===== config.mk =====
export PLATFORM = sky130hd
export DESIGN_NAME = button_click_hold_qualifier
export DESIGN_NICKNAME = d
export VERILOG_FILES = /design/src/sv/bchq_pkg.sv /design/src/sv/button_click_hold_qualifier.sv
export VERILOG_INCLUDE_DIRS = /design/src /design/src/sv
export SDC_FILE = /design/constraint.sdc
export NUM_CORES = 1
export LEC_CHECK = 0
export BUFFER_PORTS_ARGS = -buffer_cell sky130_fd_sc_hd__clkbuf_2
export CELL_PAD_IN_SITES_DETAIL_PLACEMENT = 1
export CELL_PAD_IN_SITES_GLOBAL_PLACEMENT = 1
export CORE_MARGIN = 4
export CORE_UTILIZATION = 40
export CTS_CLUSTER_SIZE = 28
export DETAILED_ROUTE_END_ITERATION = 10
export GPL_TIMING_DRIVEN = 0
export PLACE_DENSITY = 0.68
export SLEW_MARGIN = 15
export SYNTH_ARGS = -nofsm -noshare
export SYNTH_HDL_FRONTEND = slang
export SYNTH_SLANG_ARGS = --single-unit

===== constraint.sdc =====
create_clock -name clock -period 14.78 [get_ports clock]
set_input_delay 2.217 -clock clock [delete_from_list [all_inputs] [get_ports clock]]
set_output_delay 2.217 -clock clock [all_outputs]
set_load 0.005 [all_outputs]

===== src/sv/button_click_hold_qualifier_macros.svh =====
// ----------------------------------------------------------------------------
// Assertion macros for the button click and hold qualifier
// Immediate reporting wrappers around concurrent properties on the block clock.
// ----------------------------------------------------------------------------
`ifndef BUTTON_CLICK_HOLD_QUALIFIER_MACROS_SVH
`define BUTTON_CLICK_HOLD_QUALIFIER_MACROS_SVH

// Property checked only outside reset.
`define BCHQ_ASSERT(label, prop, msg) \
   label: assert property (@(posedge clock) disable iff (reset) prop) else $error(msg);

// Property checked at every edge, reset included.
`define BCHQ_ASSERT_ALWAYS(label, prop, msg) \
   label: assert property (@(posedge clock) prop) else $error(msg);

`endif


===== src/sv/bchq_pkg.sv =====
// ----------------------------------------------------------------------------
// bchq_pkg
// Types, register indexes and command codes of the button click and hold qualifier.
// ----------------------------------------------------------------------------
`default_nettype none

package bchq_pkg;

   // Widths of the fields and registers.
   localparam int TimeWidth  = 32;
   localparam int MsWidth    = 16;
   localparam int CountWidth = 16;
   localparam int IndexWidth = 2;
   localparam int DataWidth  = 16;

   // Register reset values.
   localparam logic [MsWidth-1:0] DebounceReset = 16'd30;
   localparam logic [MsWidth-1:0] HoldReset     = 16'd150;

   // Register indexes of the configuration port.
   localparam logic [IndexWidth-1:0] RegActiveHigh   = 2'd0;
   localparam logic [IndexWidth-1:0] RegMode         = 2'd1;
   localparam logic [IndexWidth-1:0] RegDebounceMs   = 2'd2;
   localparam logic [IndexWidth-1:0] RegHoldInterval = 2'd3;

   // Button behavior codes.
   localparam logic [1:0] ModeNone   = 2'd0;
   localparam logic [1:0] ModeToggle = 2'd1;
   localparam logic [1:0] ModeDimmer = 2'd2;

   // Lamp command codes.
   typedef enum logic [1:0] {
      CMD_NONE   = 2'd0,
      CMD_TOGGLE = 2'd1,
      CMD_UP     = 2'd2,
      CMD_DOWN   = 2'd3
   } command_type;

   // One button poll.
   typedef struct packed {
      logic                 raw_level;
      logic [TimeWidth-1:0] now_ms;
      logic                 at_full_brightness;
   } req_type;

   // One qualified result.
   typedef struct packed {
      command_type           command;
      logic                  pressed;
      logic [CountWidth-1:0] hold_count;
   } rsp_type;

endpackage

`default_nettype wire


===== src/sv/button_click_hold_qualifier.sv =====
// ----------------------------------------------------------------------------
// button_click_hold_qualifier
// Debounces polled button levels and turns clicks and holds into lamp commands.
// ----------------------------------------------------------------------------
// Each poll gives exactly one result. A poll is captured in an input register,
// then compare and subtract logic updates the button state and loads the result
// register, so the block takes one poll per cycle unless a waiting result is
// not taken; the result is valid once the poll has gone through the input
// register and then the result register. The input register and the result
// register move together: while a result waits, one more poll is held in the
// input register. Configuration writes are always accepted and take effect on
// the next edge; they are meant to be made while no poll is in flight.
`default_nettype none

`include "button_click_hold_qualifier_macros.svh"

module button_click_hold_qualifier (
   input  wire                                  clock,
   input  wire                                  reset,
   input  wire                                  req_valid,
   output logic                                 req_ready,
   input  bchq_pkg::req_type                    req_data,
   output logic                                 rsp_valid,
   input  wire                                  rsp_ready,
   output bchq_pkg::rsp_type                    rsp_data,
   input  wire                                  csr_valid,
   output logic                                 csr_ready,
   input  wire  [bchq_pkg::IndexWidth-1:0]      csr_index,
   input  wire  [bchq_pkg::DataWidth-1:0]       csr_wdata
);

   // Configuration registers.
   logic                            active_high_ff;
   logic [1:0]                      mode_ff;
   logic [bchq_pkg::MsWidth-1:0]    debounce_ff;
   logic [bchq_pkg::MsWidth-1:0]    interval_ff;

   // Button state.
   logic                            prev_active_ff, prev_active_in;
   logic                            stable_ff, stable_in;
   logic [bchq_pkg::TimeWidth-1:0]  change_time_ff, change_time_in;
   logic [bchq_pkg::TimeWidth-1:0]  hold_time_ff, hold_time_in;
   logic [bchq_pkg::CountWidth-1:0] holds_ff, holds_in;
   logic                            dim_up_ff, dim_up_in;

   // Pipeline registers.
   logic                            s1_valid_ff;
   bchq_pkg::req_type               s1_data_ff;
   logic                            rsp_valid_ff;
   bchq_pkg::rsp_type               rsp_data_ff, rsp_data_in;

   logic                            advance;
   logic                            active;
   logic [bchq_pkg::TimeWidth-1:0]  since_change;
   logic [bchq_pkg::TimeWidth-1:0]  since_hold;
   logic                            holds_full;
   logic [bchq_pkg::CountWidth-1:0] holds_press;
   logic [bchq_pkg::TimeWidth-1:0]  hold_base;
   bchq_pkg::command_type           cmd;

   // Handshake: the input register moves whenever the result register is empty or being read.
   assign advance   = s1_valid_ff && (!rsp_valid_ff || rsp_ready);
   assign req_ready = !s1_valid_ff || advance;
   assign rsp_valid = rsp_valid_ff;
   assign rsp_data  = rsp_data_ff;
   assign csr_ready = 1'b1;

   // Configuration writes.
   always_ff @(posedge clock) begin
      if (reset) begin
         active_high_ff <= 1'b0;
         mode_ff        <= bchq_pkg::ModeNone;
         debounce_ff    <= bchq_pkg::DebounceReset;
         interval_ff    <= bchq_pkg::HoldReset;
      end else if (csr_valid) begin
         unique case (csr_index)
            bchq_pkg::RegActiveHigh:   active_high_ff <= csr_wdata[0];
            bchq_pkg::RegMode:         mode_ff        <= csr_wdata[1:0];
            bchq_pkg::RegDebounceMs:   debounce_ff    <= csr_wdata;
            bchq_pkg::RegHoldInterval: interval_ff    <= csr_wdata;
            default: ;
         endcase
      end
   end

   // Debounce, press and release qualification, then hold timing.
   always_comb begin
      active         = (s1_data_ff.raw_level == active_high_ff);
      prev_active_in = active;
      change_time_in = (active != prev_active_ff) ? s1_data_ff.now_ms : change_time_ff;
      since_change   = s1_data_ff.now_ms - change_time_in;
      stable_in      = stable_ff;
      hold_base      = hold_time_ff;
      holds_press    = holds_ff;
      dim_up_in      = dim_up_ff;
      cmd            = bchq_pkg::CMD_NONE;

      // A level change is confirmed once it has outlasted the debounce time.
      if (since_change > {{(bchq_pkg::TimeWidth-bchq_pkg::MsWidth){1'b0}}, debounce_ff}
          && active != stable_ff) begin
         stable_in = active;
         if (active) begin
            hold_base   = s1_data_ff.now_ms;
            dim_up_in   = !s1_data_ff.at_full_brightness;
            holds_press = '0;
         end else if (holds_ff == '0) begin
            if (mode_ff == bchq_pkg::ModeToggle || mode_ff == bchq_pkg::ModeDimmer) begin
               cmd = bchq_pkg::CMD_TOGGLE;
            end
         end
      end

      // Hold events repeat every interval while the button stays down.
      since_hold   = s1_data_ff.now_ms - hold_base;
      holds_full   = (holds_press == {bchq_pkg::CountWidth{1'b1}});
      holds_in     = holds_press;
      hold_time_in = hold_base;
      if (stable_in
          && since_hold >= {{(bchq_pkg::TimeWidth-bchq_pkg::MsWidth){1'b0}}, interval_ff}) begin
         if (!holds_full) begin
            holds_in = holds_press + 1'b1;
         end
         if (mode_ff == bchq_pkg::ModeToggle) begin
            if (holds_in == {{(bchq_pkg::CountWidth-1){1'b0}}, 1'b1}) begin
               cmd = bchq_pkg::CMD_TOGGLE;
            end
         end else if (mode_ff == bchq_pkg::ModeDimmer) begin
            cmd = dim_up_in ? bchq_pkg::CMD_UP : bchq_pkg::CMD_DOWN;
         end
         hold_time_in = s1_data_ff.now_ms;
      end

      rsp_data_in.command    = cmd;
      rsp_data_in.pressed    = stable_in;
      rsp_data_in.hold_count = holds_in;
   end

   // Button state advances with each poll that leaves the input register.
   always_ff @(posedge clock) begin
      if (reset) begin
         prev_active_ff <= 1'b0;
         stable_ff      <= 1'b0;
         change_time_ff <= '0;
         hold_time_ff   <= '0;
         holds_ff       <= '0;
         dim_up_ff      <= 1'b1;
      end else if (advance) begin
         prev_active_ff <= prev_active_in;
         stable_ff      <= stable_in;
         change_time_ff <= change_time_in;
         hold_time_ff   <= hold_time_in;
         holds_ff       <= holds_in;
         dim_up_ff      <= dim_up_in;
      end
   end

   // Input register and result register control.
   always_ff @(posedge clock) begin
      if (reset) begin
         s1_valid_ff  <= 1'b0;
         rsp_valid_ff <= 1'b0;
      end else begin
         if (req_ready) begin
            s1_valid_ff <= req_valid;
         end
         if (advance) begin
            rsp_valid_ff <= 1'b1;
         end else if (rsp_ready) begin
            rsp_valid_ff <= 1'b0;
         end
      end
   end

   // Payload registers.
   always_ff @(posedge clock) begin
      if (req_valid && req_ready) begin
         s1_data_ff <= req_data;
      end
      if (advance) begin
         rsp_data_ff <= rsp_data_in;
      end
   end

   // Checks on the qualification logic and the pipeline control.
   `BCHQ_ASSERT_ALWAYS(a_reset_empty, reset |=> !s1_valid_ff && !rsp_valid_ff, "pipeline not empty after reset")
   `BCHQ_ASSERT(a_held_poll_kept, s1_valid_ff && !advance |=> s1_valid_ff && $stable(s1_data_ff), "waiting poll lost")
   `BCHQ_ASSERT(a_click_no_holds, rsp_valid_ff && rsp_data_ff.command == bchq_pkg::CMD_TOGGLE && !rsp_data_ff.pressed |-> rsp_data_ff.hold_count == '0, "click after holds")
   `BCHQ_ASSERT(a_dim_when_pressed, rsp_valid_ff && (rsp_data_ff.command == bchq_pkg::CMD_UP || rsp_data_ff.command == bchq_pkg::CMD_DOWN) |-> rsp_data_ff.pressed && rsp_data_ff.hold_count != '0, "dimming without a hold")

endmodule

`default_nettype wire

==> results of run 1 <==
-- worst paths after layout --
check | from | endpoint | slack (ns)
hold reg to reg | debounce_ff[14] | debounce_ff[14] | 0.46
hold / removal | debounce_ff[14] | debounce_ff[14] | 0.46
setup / recovery | prev_active_ff | rsp_data[6] | 1.02
setup reg to reg | prev_active_ff | rsp_data[6] | 1.02
-- state kept, by name (all words and copies together), names as in the netlist, 2 cells and up --
register and count:
change_time_ff 32, debounce_ff 16, hold_time_ff 32, holds_ff 16
interval_ff 16, mode_ff 2, rsp_data 19, s1_data_ff 34
-- logic make-up after synthesis --
group | Yosys count | synth area share
mux | 91 | 0.06680
buf+inv | 170 | 0.05049
simple gates | 677 | 0.2502
flops | 173 | 0.2909
fa+ha+maj | 93 | 0.08402
xor+xnor | 62 | 0.04174
other cells | 1 | 0.0002731
compound gates | 446 | 0.2156
-- cells in the mapped netlist, drive strengths merged (38+ instances only) --
cell	number
nor2	120
edfxtp	53
xnor2	38
nand3	42
dfxtp	120
clkbuf	87
o21ai	73
a21o	40
nand2b	96
ha	85
nand2	204
inv	66
a21oi	140
nor3	40
mux2i	86
-- worst reg2reg max path: cells and delay by family, from the launching register on --
kind                       cells  cell delay, ns
AOI/OAI and AO/OA             18            4.17
xor gates and xnor gates       4            1.17
adders and majority gates      5            1.91
buffers and inverters          8            2.51
DFF                            1            0.34
muxes                          2            0.50
and+or+nand+nor               20            2.99
-- cell type report --
| class | instances | area (sq um) |
|---|---|---|
| sequential | 173 | 3994 |
| multi-input combinational | 1370 | 9055 |
| fill | 4176 | 18360 |
| clock buffer | 18 | 439.2 |
| tap | 448 | 560.5 |
| inverter | 66 | 247.7 |
| timing repair buffer | 81 | 427.9 |
| buffer | 102 | 447.9 |
| clock inverter | 14 | 172.7 |
-- where the power goes --
group | switching [mW] | internal (mW) | leakage, nW
clock | 0.236 | 0.247 | 0.301
sequential | 0.0226 | 0.514 | 1.49
combinational | 0.374 | 0.214 | 4.10
total | 0.633 | 0.975 | 5.89
-- layout by cell type (no fill, tap or decap), drive strengths merged, types with 9 or more instances in the layout --
| cell type | instances |
|---|---|
| and2 | 10 |
| or3 | 17 |
| a31oi | 19 |
| buf | 22 |
| nor3 | 40 |
| nand2b | 96 |
| nor2b | 27 |
| dfxtp | 120 |
| o211ai | 16 |
| a21oi | 140 |
| inv | 73 |
| a21o | 40 |
| nand2 | 204 |
| nand3b | 13 |
| nor2 | 120 |
| and3 | 19 |
| o21bai | 9 |
| ha | 85 |
| a211oi | 28 |
| xnor2 | 38 |
| xor2 | 22 |
| nand3 | 42 |
| o21ai | 73 |
| nor4 | 22 |
| clkbuf | 179 |
| nand4 | 30 |
| o2111ai | 10 |
| a211o | 11 |
| mux2i | 86 |
| edfxtp | 53 |
| o22ai | 9 |
-- metrics by stage --
step	worst slack (ns)	setup TNS, ns	instances	area, sq um	utilization
3_5_place_dp	-1.072	-43.69	2239	14700	0.4361
6_report	1.017	0	2272	15340	0.4553
3_3_place_gp	-0.8843	-31.76	2238	14680	0.4355
5_1_grt	0.0006750	0	2272	15340	0.4553
4_1_cts	0.06872	0	2271	15320	0.4545
2_1_floorplan	3.480	0	1713	13730	-
-- per-layer routing --
layer	up-vias	track usage	wire length, microns
met5	-	0	0
met4	0	0.07291	1134
met3	78	0.03914	2122
met2	327	0.4385	23710
met1	6756	0.3525	23200
li1	6445	-	-
-- repair_timing --
item / 4_1_cts / 5_1_grt
endpoints found under the setup margin: 66 / 66
resized for setup: 5 / 10
setup buffers: 0 / 3
pin swaps: 0 / 1
==> flow_summary.yaml, run 1 <==
sta:
  timing.final.crit_share: 0.9312
  maxSlewViolCount: 0
  hold-worst-slack_ns: 0.4607
  slew_headroom: 0.3416
  layout_min_cycle_time_ns: 13.76
  rsz0062_at_grt: "no"
  worst_pin_slew_ns: 0.9627
  timing.fmax_mhz: 72.66
  finalHoldViolations: 0
  finalSetupViolations: 0
  fin_skew_ns: 0.01139
routing:
  dr.pass1.iters: 7
  drtAntennaViolNets: 0
  dr_total_vias: 13610
  wl_per_cell_microns: 22.08
  routed_wl_microns: 50170
  first_iter_violations: 1001
  avgViaCountPerCell: 5.989
  drc: 0
worst_setup_path:
  arrival_ns: 14.04
  crit_top_cell: "a21oi_1"
  path_buf_inv: 8
  crit_family: "compound AO/OA/AOI/OAI gates"
  start_kind: "flip-flop"
  max_stage_delay_ns: 0.59
  path_max_fanout: 10
  worstPathRequired_ns: 15.06
  cp-end-kind: "flip-flop"
  cpMaxStageDelayCell: "a2111oi_1"
  r2r_cells: 57
  crit_cells: 57
  crit_type: "flip-flop to flip-flop"
finish:
  antennaDiodeCount: 0
  syn_to_final_growth_pct: 11.77
  drive_gt1_frac: 0.08882
  nNetsFinal: 1954
clocking:
  cts_max_level: 4
  cts_buffer_depth: 2
  cts-buffers-inserted: 17
  cts_tree: "yes"
  cts_root_buf: "clkbuf_16"
  cts_sinks: 173
  clk_latency_ns: 0.47
  clk_pin_slew_ns: 0.08
  cts_hold_buf: 0
logic_synthesis:
  synth-seq-cells: 173
  synth_async_sr_flop_share: 0
  synth_largest_area_cell: "dfxtp_1"
  synth_cells: 1713
  synth_nets: 1856
  synth-edff-count: 53
  ys_seq_area_frac: 0.2909
  avgSynthCellArea_sq_um: 8.015
  yosys.area.top_type_share: 0.1750
  synth_area_sq_um: 13730
  ys_warn_count: 0
  synthDistinctLibCells: 88
  synth_ff_type: "dfxtp_1"
  yosys-top-cells-area: "dfxtp_1, edfxtp_1, ha_1"
global_routing:
  antenna_found_initial: 0
  grt_overflow_total: 0
  grt_use_total: 0.2615
  grt_pass1_wl_microns: 78830
  grt_max_degree: 29
  grt_pass1_vias: 13840
run_status:
  status: "complete, no violations"
power_and_ir_drop:
  irDropWorstVdd_v: 0.00009453
  leakage_nw: 5.891
  p_per_area_nw_per_um2: 104.8
  power.total_mw: 1.608
placed_design:
  gp_congestion: 0.9499
  port_buffers: 77
  hpwl_microns: 39440
floorplan:
  die_area_sq_um: 37350
  rows: 67
  fp.coreArea_sq_um: 33700
  fp.dieW_microns: 193.3
  start_util: 0.4074
  die_h_microns: 193.3
  ioPinCount: 79
run:
  max-cap-violations: 0
worst_hold_path:
  min_path_type: "flip-flop to flip-flop"
  whs_path_depth: 2
Power figures use the tool's default switching activity.
==> run 2, diff against run 1 <==
--- a/config.mk
+++ b/config.mk
@@ -14,7 +14,7 @@
 export CTS_CLUSTER_SIZE = 28
 export DETAILED_ROUTE_END_ITERATION = 10
 export GPL_TIMING_DRIVEN = 0
-export PLACE_DENSITY = 0.68
+export PLACE_DENSITY_LB_ADDON = 0.1
 export SLEW_MARGIN = 15
 export SYNTH_ARGS = -nofsm -noshare
 export SYNTH_HDL_FRONTEND = slang
==> flow_summary.yaml, run 2 (same netlist as run 1, synthesis figures left out) <==
sta:
  layout_min_cycle_time_ns: 13.70
  finalSetupViolations: 0
  timing.final.crit_share: 0.9267
  slew_headroom: 0.2175
  setup_tns_ns: 0
  timing.fmax_mhz: 73.01
  final.setup.worst_slack_ns: 1.084
  worst_pin_slew_ns: 1.144
  rsz0062_at_grt: "no"
  maxSlewViolCount: 0
  fin_skew_ns: 0.01134
  finalHoldViolations: 0
routing:
  avgViaCountPerCell: 5.963
  routed_wl_microns: 50520
  wl_per_cell_microns: 22.24
  drtAntennaViolNets: 0
  drc: 0
  dr.pass1.iters: 6
  first_iter_violations: 915
  dr_total_vias: 13540
worst_setup_path:
  crit_path_end: "rsp_data[14]"
  critical_path.reg2reg.startpoint: "prev_active_ff"
  r2r_cells: 61
  crit_cells: 61
  crit_family: "compound AO/OA/AOI/OAI gates"
  cp-end-kind: "flip-flop"
  worstPathRequired_ns: 14.97
  crit_type: "flip-flop to flip-flop"
  rrSetupSlack_ns: 1.08
  arrival_ns: 13.89
  worstSetupStartpoint: "prev_active_ff"
  crit_top_cell: "a21oi_1"
  path_max_fanout: 10
  start_kind: "flip-flop"
  timing.rr.end: "rsp_data[14]"
  path_buf_inv: 9
  cpMaxStageDelayCell: "xnor3_2"
  max_stage_delay_ns: 0.56
power_and_ir_drop:
  irDropWorstVdd_v: 0.00008949
  p_per_area_nw_per_um2: 104.1
  leakage_nw: 5.888
  power.total_mw: 1.597
placed_design:
  pre_cts_ws_ns: -1.243
  place_area_sq_um: 14710
  gp_congestion: 0.9559
  post-place-cells: 2239
  port_buffers: 77
  hpwl_microns: 39890
finish:
  nNetsFinal: 1953
  multi_input_comb_area_sq_um: 9069
  layout_common_cells: "nand2_1, a21oi_1, dfxtp_1, nor2_1, nand2b_1"
  largest_reg_flops: 34
  seq_area_sq_um: 3994
  finalNonFillerCells: 2271
  final_area_sq_um: 15340
  fill_cells: 4194
  largest_registers: "s1_data_ff: 34 flops, change_time_ff: 32 flops, hold_time_ff: 32 flops"
  antennaDiodeCount: 0
  mostFrequentLayoutCell: "nand2_1"
  syn_to_final_growth_pct: 11.73
  drive_gt1_frac: 0.08886
  largest_register: "s1_data_ff"
worst_hold_path:
  min_path_type: "flip-flop to flip-flop"
clocking:
  clk_pin_slew_ns: 0.07
  clk_latency_ns: 0.46
  cts-buffers-inserted: 17
  cts_max_level: 4
  cts_buffer_depth: 2
  cts_sinks: 173
  cts_hold_buf: 0
  cts_tree: "yes"
  cts_root_buf: "clkbuf_16"
floorplan:
  ioPinCount: 79
  die_area_sq_um: 37350
  fp.dieW_microns: 193.3
  fp.coreArea_sq_um: 33700
  start_util: 0.4074
  rows: 67
  die_h_microns: 193.3
global_routing:
  grt_use_total: 0.2627
  grt_pass1_vias: 13820
  grt_overflow_total: 0
  grt_pass1_wl_microns: 78720
  antenna_found_initial: 0
  grt_max_degree: 29
run_status:
  status: "complete, no violations"
run:
  max-cap-violations: 0
run 2: changes by cell type in the layout (fill, tap and decap cells not counted), sizes merged:
cell	previous run	this run
inv	73	74
clkinv	6	5
buf	22	20
bufinv	1	0
clkbuf	179	181
run 2: worst reg2reg max path: cells and delay by family, from the launching register on:
kind / cells / cell delay (ns)
XOR/XNOR: 3 / 1.03
AND/OR/NAND/NOR: 21 / 3.05
multiplexers: 1 / 0.28
AO/OA/AOI/OAI: 21 / 4.22
buffers and inverters: 9 / 2.52
adder cells (fa/ha/maj): 6 / 1.99
flip-flops: 1 / 0.33
run 2: worst min-delay path by stage:
stage               slack, ns  cells past startpoint              end            start
global placement         0.44                      1        dim_up_ff        dim_up_ff
global route             0.48                      2   interval_ff[6]   interval_ff[6]
finish                   0.46                      2  debounce_ff[10]  debounce_ff[10]
detailed placement       0.45                      2   debounce_ff[9]   debounce_ff[9]
floorplan                0.44                      1        dim_up_ff        dim_up_ff
CTS                      0.46                      2   interval_ff[6]   interval_ff[6]
run 2: report_power, final:
part	total, mW	switching [mW]	internal (mW)
combinational	0.589	0.375	0.214
sequential	0.536	0.0225	0.514
clock	0.472	0.230	0.242
total	1.60	0.627	0.970
run 2: layer usage:
metal / global-route usage / share of wire
met2: 0.4440 / 0.47
met5: 0 / 0
met4: 0.08707 / 0.025
met3: 0.03305 / 0.041
met1: 0.3495 / 0.46
run 2: cell type report:
type,count,area share
Tap cell,448,0.03654
Clock buffer,19,0.03100
Multi-Input combinational cell,1370,0.5912
Inverter,66,0.01615
Clock inverter,13,0.007667
Buffer,102,0.02920
Timing Repair Buffer,80,0.02790
Sequential cell,173,0.2604
run 2: what timing repair did:
| item | in CTS | in global routing |
|---|---|---|
| setup buffers | 0 | 2 |
| pin swaps | 1 | 1 |
| gates resized for setup | 6 | 10 |
| endpoints found under the setup margin | 66 | 66 |
run 2: per-stage QoR:
| step | util | hold slack [ns] |
|---|---|---|
| floorplan | - | 0.4358 |
| global placement | 0.4355 | 0.4423 |
| detailed placement | 0.4364 | 0.4543 |
| CTS | 0.4543 | 0.4645 |
| global route | 0.4552 | 0.4792 |
| finish | 0.4552 | 0.4598 |
==> run 3, diff against run 2 <==
--- a/config.mk
+++ b/config.mk
@@ -14,8 +14,10 @@
 export CTS_CLUSTER_SIZE = 28
 export DETAILED_ROUTE_END_ITERATION = 10
 export GPL_TIMING_DRIVEN = 0
+export MAX_ROUTING_LAYER = met4
 export PLACE_DENSITY_LB_ADDON = 0.1
 export SLEW_MARGIN = 15
 export SYNTH_ARGS = -nofsm -noshare
 export SYNTH_HDL_FRONTEND = slang
 export SYNTH_SLANG_ARGS = --single-unit
+export TNS_END_PERCENT = 1
==> flow_summary.yaml, run 3 (same netlist as run 1, synthesis figures left out) <==
sta:
  hold-worst-slack_ns: 0.4595
  timing.fmax_mhz: 72.99
  finalHoldViolations: 0
  maxSlewViolCount: 0
  layout_min_cycle_time_ns: 13.70
  slew_headroom: 0.3045
  final.setup.worst_slack_ns: 1.079
  fin_skew_ns: 0.01601
  worst_pin_slew_ns: 1.017
  finalSetupViolations: 0
  rsz0062_at_grt: "no"
  timing.final.crit_share: 0.9270
  setup_tns_ns: 0
run_status:
  status: "complete, no violations"
global_routing:
  grt_pass1_vias: 13600
  grt_max_degree: 29
  antenna_found_initial: 0
  grt_overflow_total: 0
  grt_pass1_wl_microns: 77630
  grt_use_total: 0.2660
run:
  max-cap-violations: 0
finish:
  nNetsFinal: 1953
  largest_reg_flops: 34
  mostFrequentLayoutCell: "nand2_1"
  largest_registers: "s1_data_ff: 34 flops, change_time_ff: 32 flops, hold_time_ff: 32 flops"
  largest_register: "s1_data_ff"
  syn_to_final_growth_pct: 11.65
  drive_gt1_frac: 0.08886
  antennaDiodeCount: 0
  fill_cells: 4180
  layout_common_cells: "nand2_1, a21oi_1, dfxtp_1, nor2_1, nand2b_1"
worst_setup_path:
  worstPathRequired_ns: 15.00
  crit_type: "flip-flop to flip-flop"
  cpMaxStageDelayCell: "xnor3_2"
  path_max_fanout: 10
  arrival_ns: 13.92
  max_stage_delay_ns: 0.56
  crit_top_cell: "a21oi_1"
  cp-end-kind: "flip-flop"
  start_kind: "flip-flop"
floorplan:
  die_area_sq_um: 37350
  die_h_microns: 193.3
  start_util: 0.4074
  ioPinCount: 79
  fp.dieW_microns: 193.3
  fp.coreArea_sq_um: 33700
  rows: 67
clocking:
  cts_max_level: 4
  cts_sinks: 173
  clk_pin_slew_ns: 0.08
  cts_tree: "yes"
  clk_latency_ns: 0.47
  cts_hold_buf: 0
  cts-buffers-inserted: 17
  cts_buffer_depth: 2
  cts_root_buf: "clkbuf_16"
routing:
  wl_per_cell_microns: 22.02
  first_iter_violations: 1133
  drtAntennaViolNets: 0
  avgViaCountPerCell: 5.941
  dr_total_vias: 13490
  routed_wl_microns: 50010
  dr.pass1.iters: 5
  drc: 0
placed_design:
  gp_congestion: 0.9640
  port_buffers: 77
  pre_cts_ws_ns: -0.9120
  hpwl_microns: 39300
power_and_ir_drop:
  p_per_area_nw_per_um2: 103.9
  leakage_nw: 5.876
  power.total_mw: 1.593
  irDropWorstVdd_v: 0.00009175
worst_hold_path:
  min_path_type: "flip-flop to flip-flop"
-- run 3: changes by cell type in the layout (fill, tap and decap cells not counted), sizes merged --
| cell | previous run | this run |
|---|---|---|
| clkinvlp | 0 | 1 |
| inv | 74 | 73 |
-- run 3: repair_timing --
action | CTS | global route
gates cloned | 0 | 0
pin swaps | 0 | 1
gates resized for setup | 3 | 14
endpoints found under the hold margin | 0 | 0
setup endpoints to repair | 66 | 66
buffers inserted | 0 | 2
-- run 3: path summary, 6_finish.rpt --
path	startpoint	endpoint	slack [ns]	depth (start not counted)
setup reg to reg	prev_active_ff	rsp_data[1]	1.08	59
setup / recovery	prev_active_ff	rsp_data[1]	1.08	59
hold reg to reg	debounce_ff[6]	debounce_ff[6]	0.46	2
hold / removal	debounce_ff[6]	debounce_ff[6]	0.46	2
-- run 3: cell type report --
class / count / area [sq um] / area share
buffer: 102 / 447.9 / 0.02922
clock buffer: 19 / 464.2 / 0.03028
clock inverter: 13 / 120.1 / 0.007836
inverter: 66 / 247.7 / 0.01616
multi-input combinational: 1370 / 9066 / 0.5915
sequential: 173 / 3994 / 0.2605
tap: 448 / 560.5 / 0.03657
timing repair buffer: 80 / 427.9 / 0.02792
-- run 3: metrics by stage --
step	instance area (sq um)	cells	util
2_1_floorplan	13730	1713	-
3_3_place_gp	14680	2238	0.4355
3_5_place_dp	14710	2239	0.4364
4_1_cts	15290	2271	0.4538
5_1_grt	15330	2271	0.4549
6_report	15330	2271	0.4549
-- run 3: per-layer routing --
layer	GRT usage	share of wire	vias to the layer above
li1	-	-	6457
met1	0.3524	0.47	6639
met2	0.4265	0.46	309
met3	0.03201	0.038	87
met4	0.08523	0.029	0
met5	-	0	-
-- run 3: power by group --
part | internal (mW) | switching, mW | total [mW]
registers | 0.514 | 0.0226 | 0.536
clock network | 0.237 | 0.232 | 0.469
logic | 0.214 | 0.374 | 0.588
total | 0.965 | 0.628 | 1.59
-- run 3: critical path, delay by kind of cell, from the launching register on --
kind / cells / cell delay, ns
buffers and inverters: 8 / 2.19
and+or+nand+nor: 19 / 3.16
xor gates and xnor gates: 3 / 1.05
AOI/OAI and AO/OA: 21 / 4.05
muxes: 2 / 0.51
adders and majority gates: 6 / 2.11
DFF: 1 / 0.34
